File: src/hdl/okvl_pkg.sv
// okvl_pkg: shared constants, request codes and controller/datapath
// command and status types for the ordered key/value list
// depends on nothing
package okvl_pkg;

  // default list capacity
  localparam int DEF_CAPACITY = 16;

  // field widths fixed by the interface
  localparam int KIND_W = 3;
  localparam int KEY_W  = 32;
  localparam int VAL_W  = 32;
  localparam int POS_W  = 4;

  // request kinds
  localparam logic [KIND_W-1:0] KIND_SEARCH    = 3'd0;
  localparam logic [KIND_W-1:0] KIND_APPEND    = 3'd1;
  localparam logic [KIND_W-1:0] KIND_POP       = 3'd2;
  localparam logic [KIND_W-1:0] KIND_REMOVE_AT = 3'd3;
  localparam logic [KIND_W-1:0] KIND_CLEAR     = 3'd4;

  // operations carried out at the accept edge
  typedef enum logic [2:0] {
    OP_NONE   = 3'd0,
    OP_APPEND = 3'd1,
    OP_POP    = 3'd2,
    OP_CLEAR  = 3'd3,
    OP_REJECT = 3'd4
  } op_t;

  // controller to datapath
  typedef struct packed {
    op_t  op;
    logic load_search;
    logic load_shift;
    logic search_step;
    logic search_end;
    logic shift_step;
    logic shift_end;
  } cmd_t;

  // datapath to controller
  typedef struct packed {
    logic search_done;
    logic shift_done;
    logic pos_in_range;
  } status_t;

endpackage

File: src/hdl/okvl_ctrl.sv
// okvl_ctrl: request decoder and sequencer for search and remove-at walks
// depends on okvl_pkg (command/status types, request codes)
module okvl_ctrl (
  input  logic                        clk,
  input  logic                        rst_n,
  input  logic                        start,
  input  logic [okvl_pkg::KIND_W-1:0] in_kind,
  input  okvl_pkg::status_t           status,
  output okvl_pkg::cmd_t              cmd,
  output logic                        busy
);

  typedef enum logic [2:0] {
    ST_IDLE   = 3'b001,
    ST_SEARCH = 3'b010,
    ST_SHIFT  = 3'b100
  } state_t;

  state_t state_r, state_nxt;

  // next state and commands
  always_comb begin
    cmd       = '0;
    cmd.op    = okvl_pkg::OP_NONE;
    state_nxt = state_r;
    unique case (state_r)
      ST_IDLE: begin
        if (start) begin
          unique case (in_kind)
            okvl_pkg::KIND_SEARCH: begin
              cmd.load_search = 1'b1;
              state_nxt       = ST_SEARCH;
            end
            okvl_pkg::KIND_APPEND: cmd.op = okvl_pkg::OP_APPEND;
            okvl_pkg::KIND_POP:    cmd.op = okvl_pkg::OP_POP;
            okvl_pkg::KIND_REMOVE_AT: begin
              if (status.pos_in_range) begin
                cmd.load_shift = 1'b1;
                state_nxt      = ST_SHIFT;
              end else begin
                cmd.op = okvl_pkg::OP_REJECT;
              end
            end
            okvl_pkg::KIND_CLEAR:  cmd.op = okvl_pkg::OP_CLEAR;
            default:               cmd.op = okvl_pkg::OP_REJECT;
          endcase
        end
      end
      ST_SEARCH: begin
        if (status.search_done) begin
          cmd.search_end = 1'b1;
          state_nxt      = ST_IDLE;
        end else begin
          cmd.search_step = 1'b1;
        end
      end
      ST_SHIFT: begin
        if (status.shift_done) begin
          cmd.shift_end = 1'b1;
          state_nxt     = ST_IDLE;
        end else begin
          cmd.shift_step = 1'b1;
        end
      end
      default: state_nxt = ST_IDLE;
    endcase
  end

  // state register
  always_ff @(posedge clk) begin
    if (!rst_n) begin
      state_r <= ST_IDLE;
    end else begin
      state_r <= state_nxt;
    end
  end

  assign busy = (state_r != ST_IDLE);

endmodule

File: src/hdl/okvl_dpath.sv
// okvl_dpath: entry memory, fill count, walk pointers and result registers
// depends on okvl_pkg (widths, command/status types)
module okvl_dpath #(
  parameter int CAPACITY = okvl_pkg::DEF_CAPACITY
) (
  input  logic                              clk,
  input  logic                              rst_n,
  input  okvl_pkg::cmd_t                    cmd,
  output okvl_pkg::status_t                 status,
  input  logic signed [okvl_pkg::KEY_W-1:0] in_key,
  input  logic signed [okvl_pkg::VAL_W-1:0] in_value,
  input  logic [okvl_pkg::POS_W-1:0]        in_position,
  output logic                              out_valid,
  output logic                              out_ok,
  output logic signed [okvl_pkg::KEY_W-1:0] out_found_key,
  output logic signed [okvl_pkg::VAL_W-1:0] out_found_value,
  output logic                              out_is_empty
);

  localparam int CW   = $clog2(CAPACITY + 1);
  localparam int AW   = $clog2(CAPACITY);
  localparam int CMPW = (CW > okvl_pkg::POS_W) ? CW : okvl_pkg::POS_W;
  localparam int DW   = okvl_pkg::KEY_W + okvl_pkg::VAL_W;

  // entry store, key in the upper half
  logic [DW-1:0] entry_mem_r [CAPACITY];
  logic [DW-1:0] rd_data_r;

  logic [CW-1:0]              count_r, count_nxt;
  logic [CW-1:0]              rd_idx_r, rd_idx_nxt;
  logic [AW-1:0]              wr_idx_r;
  logic                       pend_r, pend_nxt;
  logic [okvl_pkg::KEY_W-1:0] key_r;

  logic          full, rd_more, hit;
  logic          mem_we, mem_re;
  logic [AW-1:0] mem_waddr;
  logic [DW-1:0] mem_wdata;
  logic          reply, ok_nxt;

  logic                              out_valid_r;
  logic                              out_ok_r;
  logic signed [okvl_pkg::KEY_W-1:0] out_found_key_r;
  logic signed [okvl_pkg::VAL_W-1:0] out_found_value_r;
  logic                              out_is_empty_r;

  // status toward the controller
  assign full    = (count_r == CW'(CAPACITY));
  assign rd_more = (rd_idx_r < count_r);
  assign hit     = pend_r && (rd_data_r[DW-1 -: okvl_pkg::KEY_W] == key_r);

  assign status.search_done  = hit || (rd_idx_r == count_r);
  assign status.shift_done   = !pend_r && (rd_idx_r == count_r);
  assign status.pos_in_range = (CMPW'(in_position) < CMPW'(count_r));

  // memory port selection
  always_comb begin
    mem_we    = 1'b0;
    mem_waddr = count_r[AW-1:0];
    mem_wdata = {in_key, in_value};
    if (cmd.op == okvl_pkg::OP_APPEND && !full) begin
      mem_we = 1'b1;
    end else if (cmd.shift_step && pend_r) begin
      mem_we    = 1'b1;
      mem_waddr = wr_idx_r;
      mem_wdata = rd_data_r;
    end
  end

  assign mem_re = (cmd.search_step || cmd.shift_step) && rd_more;

  always_ff @(posedge clk) begin
    if (mem_we) begin
      entry_mem_r[mem_waddr] <= mem_wdata;
    end
    if (mem_re) begin
      rd_data_r <= entry_mem_r[rd_idx_r[AW-1:0]];
    end
  end

  // walk pointers and fill count
  always_comb begin
    count_nxt  = count_r;
    rd_idx_nxt = rd_idx_r;
    pend_nxt   = pend_r;
    if (cmd.load_search) begin
      rd_idx_nxt = '0;
      pend_nxt   = 1'b0;
    end
    if (cmd.load_shift) begin
      rd_idx_nxt = CW'(in_position) + CW'(1);
      pend_nxt   = 1'b0;
    end
    if (cmd.search_step || cmd.shift_step) begin
      pend_nxt = rd_more;
      if (rd_more) begin
        rd_idx_nxt = rd_idx_r + CW'(1);
      end
    end
    case (cmd.op)
      okvl_pkg::OP_APPEND: if (!full) count_nxt = count_r + CW'(1);
      okvl_pkg::OP_POP:    if (count_r != '0) count_nxt = count_r - CW'(1);
      okvl_pkg::OP_CLEAR:  count_nxt = '0;
      default:             count_nxt = count_r;
    endcase
    if (cmd.shift_end) begin
      count_nxt = count_r - CW'(1);
    end
  end

  // result of the finishing request
  always_comb begin
    reply = (cmd.op != okvl_pkg::OP_NONE) || cmd.search_end || cmd.shift_end;
    case (cmd.op)
      okvl_pkg::OP_APPEND: ok_nxt = !full;
      okvl_pkg::OP_POP:    ok_nxt = (count_r != '0);
      okvl_pkg::OP_CLEAR:  ok_nxt = 1'b1;
      default:             ok_nxt = 1'b0;
    endcase
    if (cmd.search_end) begin
      ok_nxt = hit;
    end
    if (cmd.shift_end) begin
      ok_nxt = 1'b1;
    end
  end

  // control registers
  always_ff @(posedge clk) begin
    if (!rst_n) begin
      count_r     <= '0;
      pend_r      <= 1'b0;
      out_valid_r <= 1'b0;
    end else begin
      count_r     <= count_nxt;
      pend_r      <= pend_nxt;
      out_valid_r <= reply;
    end
  end

  // payload registers
  always_ff @(posedge clk) begin
    rd_idx_r <= rd_idx_nxt;
    if (cmd.load_search) begin
      key_r <= in_key;
    end
    if (mem_re) begin
      wr_idx_r <= AW'(rd_idx_r - CW'(1));
    end
    if (reply) begin
      out_ok_r       <= ok_nxt;
      out_is_empty_r <= (count_nxt == '0);
      if (cmd.search_end && hit) begin
        out_found_key_r   <= rd_data_r[DW-1 -: okvl_pkg::KEY_W];
        out_found_value_r <= rd_data_r[okvl_pkg::VAL_W-1:0];
      end else begin
        out_found_key_r   <= '0;
        out_found_value_r <= '0;
      end
    end
  end

  assign out_valid       = out_valid_r;
  assign out_ok          = out_ok_r;
  assign out_found_key   = out_found_key_r;
  assign out_found_value = out_found_value_r;
  assign out_is_empty    = out_is_empty_r;

endmodule

File: src/hdl/ordered_key_value_list.sv
// ordered_key_value_list: top level joining the sequencer and the datapath
// depends on okvl_pkg, okvl_ctrl, okvl_dpath
//
// channel  | ports                                         | handshake
// ---------+-----------------------------------------------+---------------------
// request  | in_kind, in_key, in_value, in_position        | start & !busy
// result   | out_ok, out_found_key, out_found_value,       | out_valid, 1 cycle
//          | out_is_empty                                  |
//
// append, remove last, clear, unknown kinds and a position out of range never
// raise busy; their result comes in the cycle after the accepting edge.
// search holds busy while it walks the entries up to a match or the list end,
// and remove at position while it moves each later entry down one place (none
// for the tail entry), using the single read port walked one entry a cycle.
// the result strobe follows the last busy cycle; the receiver cannot stall.
// reset empties the list; entry contents are not cleared.
module ordered_key_value_list #(
  parameter int CAPACITY = okvl_pkg::DEF_CAPACITY
) (
  input  logic                              clk,
  input  logic                              rst_n,
  input  logic                              start,
  output logic                              busy,
  input  logic [okvl_pkg::KIND_W-1:0]       in_kind,
  input  logic signed [okvl_pkg::KEY_W-1:0] in_key,
  input  logic signed [okvl_pkg::VAL_W-1:0] in_value,
  input  logic [okvl_pkg::POS_W-1:0]        in_position,
  output logic                              out_valid,
  output logic                              out_ok,
  output logic signed [okvl_pkg::KEY_W-1:0] out_found_key,
  output logic signed [okvl_pkg::VAL_W-1:0] out_found_value,
  output logic                              out_is_empty
);

  okvl_pkg::cmd_t    cmd;
  okvl_pkg::status_t status;

  // sequencer
  okvl_ctrl u_ctrl (
    .clk     (clk),
    .rst_n   (rst_n),
    .start   (start),
    .in_kind (in_kind),
    .status  (status),
    .cmd     (cmd),
    .busy    (busy)
  );

  // entry store and result registers
  okvl_dpath #(
    .CAPACITY (CAPACITY)
  ) u_dpath (
    .clk             (clk),
    .rst_n           (rst_n),
    .cmd             (cmd),
    .status          (status),
    .in_key          (in_key),
    .in_value        (in_value),
    .in_position     (in_position),
    .out_valid       (out_valid),
    .out_ok          (out_ok),
    .out_found_key   (out_found_key),
    .out_found_value (out_found_value),
    .out_is_empty    (out_is_empty)
  );

endmodule
File: config.mk
export PLATFORM = sky130hd
export DESIGN_NAME = ordered_key_value_list
export DESIGN_NICKNAME = d
export VERILOG_FILES = /design/src/hdl/okvl_pkg.sv /design/src/hdl/okvl_ctrl.sv /design/src/hdl/okvl_dpath.sv /design/src/hdl/ordered_key_value_list.sv
export SDC_FILE = /design/constraint.sdc
export NUM_CORES = 1
export LEC_CHECK = 0
export BUFFER_PORTS_ARGS = -buffer_cell sky130_fd_sc_hd__buf_2
export CAP_MARGIN = 10
export CORE_AREA = 3 3 293 295
export CTS_CLUSTER_DIAMETER = 80
export DETAILED_ROUTE_END_ITERATION = 16
export DIE_AREA = 0 0 296 298
export GPL_TIMING_DRIVEN = 0
export HOLD_SLACK_MARGIN = 0.12
export PLACE_DENSITY = 0.79
export SLEW_MARGIN = 0
export SYNTH_ARGS = -nofsm -noshare
export SYNTH_HDL_FRONTEND = slang
export SYNTH_SLANG_ARGS = --single-unit
File: constraint.sdc
create_clock -name clk -period 5.3 [get_ports clk]
set_clock_uncertainty 0.1 [all_clocks]
set_input_delay 0.53 -clock clk [delete_from_list [all_inputs] [get_ports clk]]
set_output_delay 0.53 -clock clk [all_outputs]
set_load 0.02 [all_outputs]
=== Yosys cells after proc, flatten, opt, wreduce, memory -nomap -nowiden ===
Memories as Yosys holds them, arrays and structs flattened. A register that Yosys moved wholly into a read port is not among the register bits.
Cells that the tools add are included.

* Equality and inequality tests: 19
* $add $sub $neg: 5
* Muxes and demuxes: 40
* $lt $le $gt $ge: 2
* Reduce and logical (&&, ||, !) cells: 18

{| class="wikitable"
|+ Operators with widths
! kind !! count
|-
| 2-to-1 mux 64 bit || 2
|-
| 2-to-1 mux 5 bit || 9
|-
| equality test 32 bit || 1
|-
| equality test 3 x 2 -> 1 bit, second input constant || 5
|-
| 2-to-1 mux 1 bit || 15
|-
| 2-to-1 mux 3 bit || 5
|-
| one-hot mux 3 bit (5 select lines) || 1
|-
| one-hot mux 5 bit (3 select lines) || 1
|-
| adder 5 x 1 -> 5 bit, second input constant || 2
|-
| equality test 3 x 1 -> 1 bit, second input constant || 3
|-
| one-hot mux 3 bit (3 select lines) || 1
|-
| 2-to-1 mux 4 bit || 2
|-
| equality test 3 bit, second input constant || 2
|-
| logical AND 1 bit || 6
|-
| != test 2 bit, second input constant || 3
|-
| != test 3 bit, second input constant || 2
|-
| one-hot mux 3 bit (2 select lines) || 1
|-
| nonzero test 3 bit || 2
|-
| adder 4 x 1 -> 5 bit, second input constant || 1
|-
| equality test 5 bit || 1
|-
| equality test 5 bit, second input constant || 1
|-
| zero test 5 bit || 1
|-
| < comparator 4 x 5 -> 1 bit || 1
|-
| < comparator 5 bit || 1
|-
| 10 further kinds || 15
|}

* Register bits: 117
* RAM bits: 1024
* Memories: 1

{| class="wikitable"
|+ Memories
! name !! words !! width !! rd ports !! clocked after Yosys merged registers in !! write ports !! line !! source
|-
| u_dpath.entry_mem_r || 16 || 64 || 1 || 1 || 1 || okvl_dpath.sv:26 || <nowiki>logic [DW-1:0] entry_mem_r [CAPACITY];</nowiki>
|}

=== Longest topological paths before layout ===
* Word-level depth: 10
* Depth in mapped cells: 11
* Gate-level depth less buffers: 8

=== Cells and area by module ===
Synthesis repeated with hierarchy kept, for this count alone.

* Cells, all modules: 1989
* Area, all modules: 46477.1 um^2

{| class="wikitable"
|+ By module, submodules not included
! module !! instances !! sequential area each (um^2) !! area each (um^2) !! cells an instance
|-
| okvl_dpath || 1 || 35974.5 || 46183.0 || 1958
|-
| okvl_ctrl || 1 || 60.1 || 294.0 || 31
|}

=== Least setup slack after synthesis ===
No wires, ideal clock.

* Kind: flip-flop to flip-flop
* Start point: register u_dpath.count_r[3]
* End point: register u_dpath.out_found_key_r, in the netlist u_dpath.out_found_key[0], enable pin
* Setup time: 0.508 ns
* Arrival time: 4.438 ns
* Required time: 4.692 ns
* Path buffers: 1
* Clock period less this slack: 5.045 ns
* Slack: 0.255 ns
* Stages on the path, launching flop included: 8
* Cells stage by stage: dfxtp_1 > buf_2 > inv_1 > ha_1 > nor2b_1 > a21o_1 > a21oi_1 > o211ai_1

* Word-level cells in the longest chain between the ends: 8
* Elaborated cells between the ends (all ways): 15

{| class="wikitable"
|+ Ends and longest elaborated chain
! element !! line !! source
|-
| start, declared || okvl_dpath.sv:29 || <nowiki>logic [CW-1:0] count_r, count_nxt;</nowiki>
|-
| start signal, assigned || okvl_dpath.sv:135 || <nowiki>count_r <= count_nxt;</nowiki>
|-
| < comparator 4 x 5 -> 1 bit || okvl_dpath.sv:54 || <nowiki>assign status.pos_in_range = (CMPW'(in_position) < CMPW'(count_r));</nowiki>
|-
| 2-to-1 mux 3 bit || okvl_ctrl.sv:37 || <nowiki>if (status.pos_in_range) begin</nowiki>
|-
| one-hot mux 3 bit (5 select lines) || okvl_ctrl.sv:29 || <nowiki>unique case (in_kind)</nowiki>
|-
| 2-to-1 mux 5 bit || okvl_ctrl.sv:28 || <nowiki>if (start) begin</nowiki>
|-
| 2-to-1 mux 5 bit || okvl_ctrl.sv:26 || <nowiki>unique case (state_r)</nowiki>
|-
| nonzero test 3 bit || okvl_dpath.sv:113 || <nowiki>reply = (cmd.op != okvl_pkg::OP_NONE) || cmd.search_end || cmd.shift_end;</nowiki>
|-
| logical OR 1 bit || okvl_dpath.sv:113 ||
|-
| logical OR 1 bit * || okvl_dpath.sv:113 ||
|-
| named net u_dpath.reply || okvl_dpath.sv:39 || <nowiki>logic reply, ok_nxt;</nowiki>
|-
| end signal, assigned || okvl_dpath.sv:154 || <nowiki>out_found_key_r <= rd_data_r[DW-1 -: okvl_pkg::KEY_W];</nowiki>
|-
| end, declared || okvl_dpath.sv:43 || <nowiki>logic signed [okvl_pkg::KEY_W-1:0] out_found_key_r;</nowiki>
|}

The timed path passes the listed nets; every way through them passes the cells marked *.
A chain may end at the register's enable or synchronous reset.

=== Final worst setup path ===
* Start point: register u_dpath.rd_idx_r[0]
* End point: register u_dpath.rd_data_r[27] (read register of u_dpath.entry_mem_r), enable pin

* Word-level cells in the longest chain between the ends: 6
* Elaborated cells between the ends (all ways): 10

{| class="wikitable"
|+ Ends and longest elaborated chain
! element !! line !! source
|-
| start, declared || okvl_dpath.sv:30 || <nowiki>logic [CW-1:0] rd_idx_r, rd_idx_nxt;</nowiki>
|-
| start signal, assigned || okvl_dpath.sv:143 || <nowiki>rd_idx_r <= rd_idx_nxt;</nowiki>
|-
| equality test 5 bit || okvl_dpath.sv:52, okvl_dpath.sv:53 ||
|-
| logical OR 1 bit or logical AND 1 bit (tied branches) || okvl_dpath.sv:52, okvl_dpath.sv:53 ||
|-
| 2-to-1 mux 1 bit, on equally long branches || okvl_ctrl.sv:50, okvl_ctrl.sv:58 ||
|-
| 2-to-1 mux 2 bit || okvl_ctrl.sv:26 ||
|-
| logical OR 1 bit || okvl_dpath.sv:70 || <nowiki>assign mem_re = (cmd.search_step || cmd.shift_step) && rd_more;</nowiki>
|-
| logical AND 1 bit * || okvl_dpath.sv:70 ||
|-
| named net u_dpath.mem_re || okvl_dpath.sv:36 || <nowiki>logic mem_we, mem_re;</nowiki>
|-
| end, declared || okvl_dpath.sv:27 || <nowiki>logic [DW-1:0] rd_data_r;</nowiki>
|}

Marks and branches as above.

==> impl_metrics.ini <==
[run_status]
status = complete, no violations

[clocking]
cts_setup_buffers = 0
cts_buffers = 113
clock_latency_ps = 690
cts_sinks = 1205
cts_tree = done
htreeDepth = 3
cts_buffer_depth = 3
cts_root_buf = clkbuf_16
path_clk_slew_ps = 60

[sta]
setup_violations = 0
tns_ps = 0
slew_headroom_pct = 21.5
max_freq_mhz = 222
slew_violations = 0
fin_crit_sh_pct = 84.9
worst_pin_slew_ps = 1180
hold_viol_final = 0
rsz0062_at_grt = no
fin_crit_ps = 4500

[yosys]
async_flop_share_pct = 0
synth-seq-cells = 1205
synth_area_leaders = edfxtp_1, mux4_2, nand2_1, and2_1, dfxtp_1
synth_cell_type_count = 64
synth_edf_count = 1190
ys_seq_area_share_pct = 77.3
syn_nets = 2227
synth-main-ff-cell = edfxtp_1
synthCells = 2140
synth_area_per_cell_um2 = 21.8
yosysTopAreaCell = edfxtp_1
syn_area_um2 = 46600
yosysWarningCount = 0
synth_top_area_share_pct = 76.6

[route]
route.detailed.drc = 0
via_per_inst = 6.73
drt_iter0_drc = 3984
vias = 24716
wl_um = 126000
drt-pass1-iter-count = 6
wire_per_inst_um = 34.4
postRouteAntennaNets = 0

[worst_setup_path]
path_cells = buf_2, buf_6, buf_2, inv_1, ha_1, nand2_1, nand2_1, a221oi_4, nand2_1, inv_4, buf_16
cp.arrival_ps = 4730
critPathSlowestCell = inv_4
slowest_delay_ps = 570
critPathCaptureType = flip-flop
reg2reg_to = u_dpath.rd_data_r[27]
cp.required_ps = 5530
rr_startpoint = u_dpath.rd_idx_r[0]
critical_path.max_fanout = 41
worstSetupPathType = reg2reg
r2r_slack_ps = 800
r2r_cells = 11
cpMostUsedCell = nand2_1
critPathLaunchType = flip-flop

[cells_and_area]
fin_cells = 3670
stdcell_area_um2 = 54000
fill_cells = 5050
drive_gt1_share_pct = 28.9
layout_commonest_cell = edfxtp_1
fin_nets = 2577
synthToLayoutAreaGrowth_pct = 15.9
final_cell_mix = edfxtp_1, mux4_2, nand2_1, buf_2, clkbuf_16

[power]
p_int_w = 0.0160
seqPwrFrac_pct = 50.8
peakVddDrop_mv = 0.309
p_per_area_nw_per_um2 = 386
p_sw_w = 0.00481
clock_power_share_pct = 38.4
p_sw_share_pct = 23.1
leakagePower_nw = 17.4
p_comb_share_pct = 10.8

[die]
die-area_um2 = 88200
core_area_um2 = 83400
ios = 142
start_util_pct = 55.9
fp-row-count = 106
die_height_um = 298
die_x_um = 296

[place]
dp_cells = 3422
io_buffers = 140
place_congestion = 0.866
dp_hpwl_um = 73100
dpl-instance-area_um2 = 50100

[flow_run]
drv_cap = 0

[worst_hold_path]
min_to = u_dpath.rd_idx_r[3]
holdCritPathClass = in2reg
hold_path_depth = 4
hp-start = in_position[3]

[grt]
antenna_found_initial = 4
grt_pass1_wl_um = 181000
overflow = 0
grt_max_degree = 42
track_usage_pct = 29.2
grt_pass1_vias = 25462
power by group through the flow:
| stage | Combinational [W] | Clock, W | Sequential, W |
|---|---|---|---|
| after floorplan | 0.00144 | 0 | 0.0108 |
| after global placement | 0.00207 | 0 | 0.0108 |
| after detailed placement | 0.00216 | 0 | 0.0108 |
| after CTS | 0.00225 | 0.00806 | 0.0106 |
| after global routing | 0.00236 | 0.00840 | 0.0106 |
| final | 0.00226 | 0.00800 | 0.0106 |
metrics by stage:
step                hold slack (ps)  power, W  setup slack, ps  util [%]
global placement                421    0.0129            -3280      58.4
global route                    209    0.0214              685      64.8
finish                          163    0.0209              801      64.8
floorplan                       380    0.0123              255         -
detailed placement              443    0.0130              977      60.0
CTS                             127    0.0209              958      64.8
cell type report:
type | count | area (um2) | share of cell area, %
Antenna cell | 2 | 5.00 | 0.00926
Buffer | 103 | 447 | 0.827
Clock buffer | 136 | 2910 | 5.39
Clock inverter | 77 | 703 | 1.30
Inverter | 18 | 70.1 | 0.130
Multi-Input combinational cell | 814 | 10200 | 18.9
Sequential cell | 1205 | 36000 | 66.7
Tap cell | 1080 | 1350 | 2.50
Timing Repair Buffer | 235 | 2310 | 4.27
worst max-delay path: cells and delay by family (launching register included):
family	cells	cell delay [ps]
and+or+nand+nor	3	550
DFF	1	350
adders and majority gates	1	380
AOI/OAI and AO/OA	1	460
buffers and inverters	6	2220
state kept, by name (all words and copies together) (netlist names):
name / count
u_dpath.out_is_empty: 1
u_dpath.out_valid: 1
u_dpath.key_r: 32
u_dpath.entry_mem_r: 1024
u_ctrl.state_r: 3
u_dpath.pend_r: 1
u_dpath.wr_idx_r: 4
u_dpath.count_r: 5
u_dpath.out_found_key: 32
u_dpath.out_found_value: 32
u_dpath.rd_idx_r: 5
u_dpath.out_ok: 1
u_dpath.rd_data_r: 64
Yosys cell counts, drive strengths merged (4+ instances only):
master / count
a31oi: 6
ha: 13
nor2: 26
xor2: 33
nand2b: 8
o211ai: 6
nor4: 14
a32oi: 5
and3: 4
dfxtp: 15
edfxtp: 1190
nor2b: 5
nand2: 202
and2: 74
a21oi: 8
nand3: 8
xnor2: 4
nor3: 10
o21ai: 9
a21o: 4
a211o: 5
mux4: 320
clkbuf: 62
inv: 18
and4: 4
buf: 41
per-layer routing:
metal | global-route usage, % | vias to the layer above | share of wire [%]
met1 | 38.9 | 12723 | 34
met4 | 14.1 | 8 | 5.2
met2 | 46.0 | 2032 | 49
li1 | - | 9553 | -
met3 | 6.81 | 400 | 12
met5 | 0 | - | 0.048
worst max path at each step:
stage | endpoint | start | slack, ps
after floorplan | u_dpath.out_found_key[0] | u_dpath.count_r[3] | 250
after global placement | u_dpath.entry_mem_r[14][26] | start | -3280
after detailed placement | u_dpath.rd_data_r[28] | u_dpath.rd_idx_r[0] | 980
after CTS | u_dpath.rd_data_r[35] | u_dpath.rd_idx_r[0] | 960
after global routing | u_dpath.rd_data_r[35] | u_dpath.rd_idx_r[0] | 690
final | u_dpath.rd_data_r[27] | u_dpath.rd_idx_r[0] | 800
cell families after synthesis:
kind of cell	Yosys count	share of synthesized area (%)
and+or+nand+nor	377	3.99
xor gates and xnor gates	37	0.695
DFF	1205	77.3
buffers and inverters	121	1.10
AOI/OAI and AO/OA	64	1.09
muxes	323	15.5
adders and majority gates	13	0.349
repair_timing:
item / 4_1_cts / 5_1_grt
resized for setup: 0 / 0
hold buffers: 33 / 0
hold endpoints to repair: 34 / 0
Note: power is estimated with default switching activity, not from simulation.
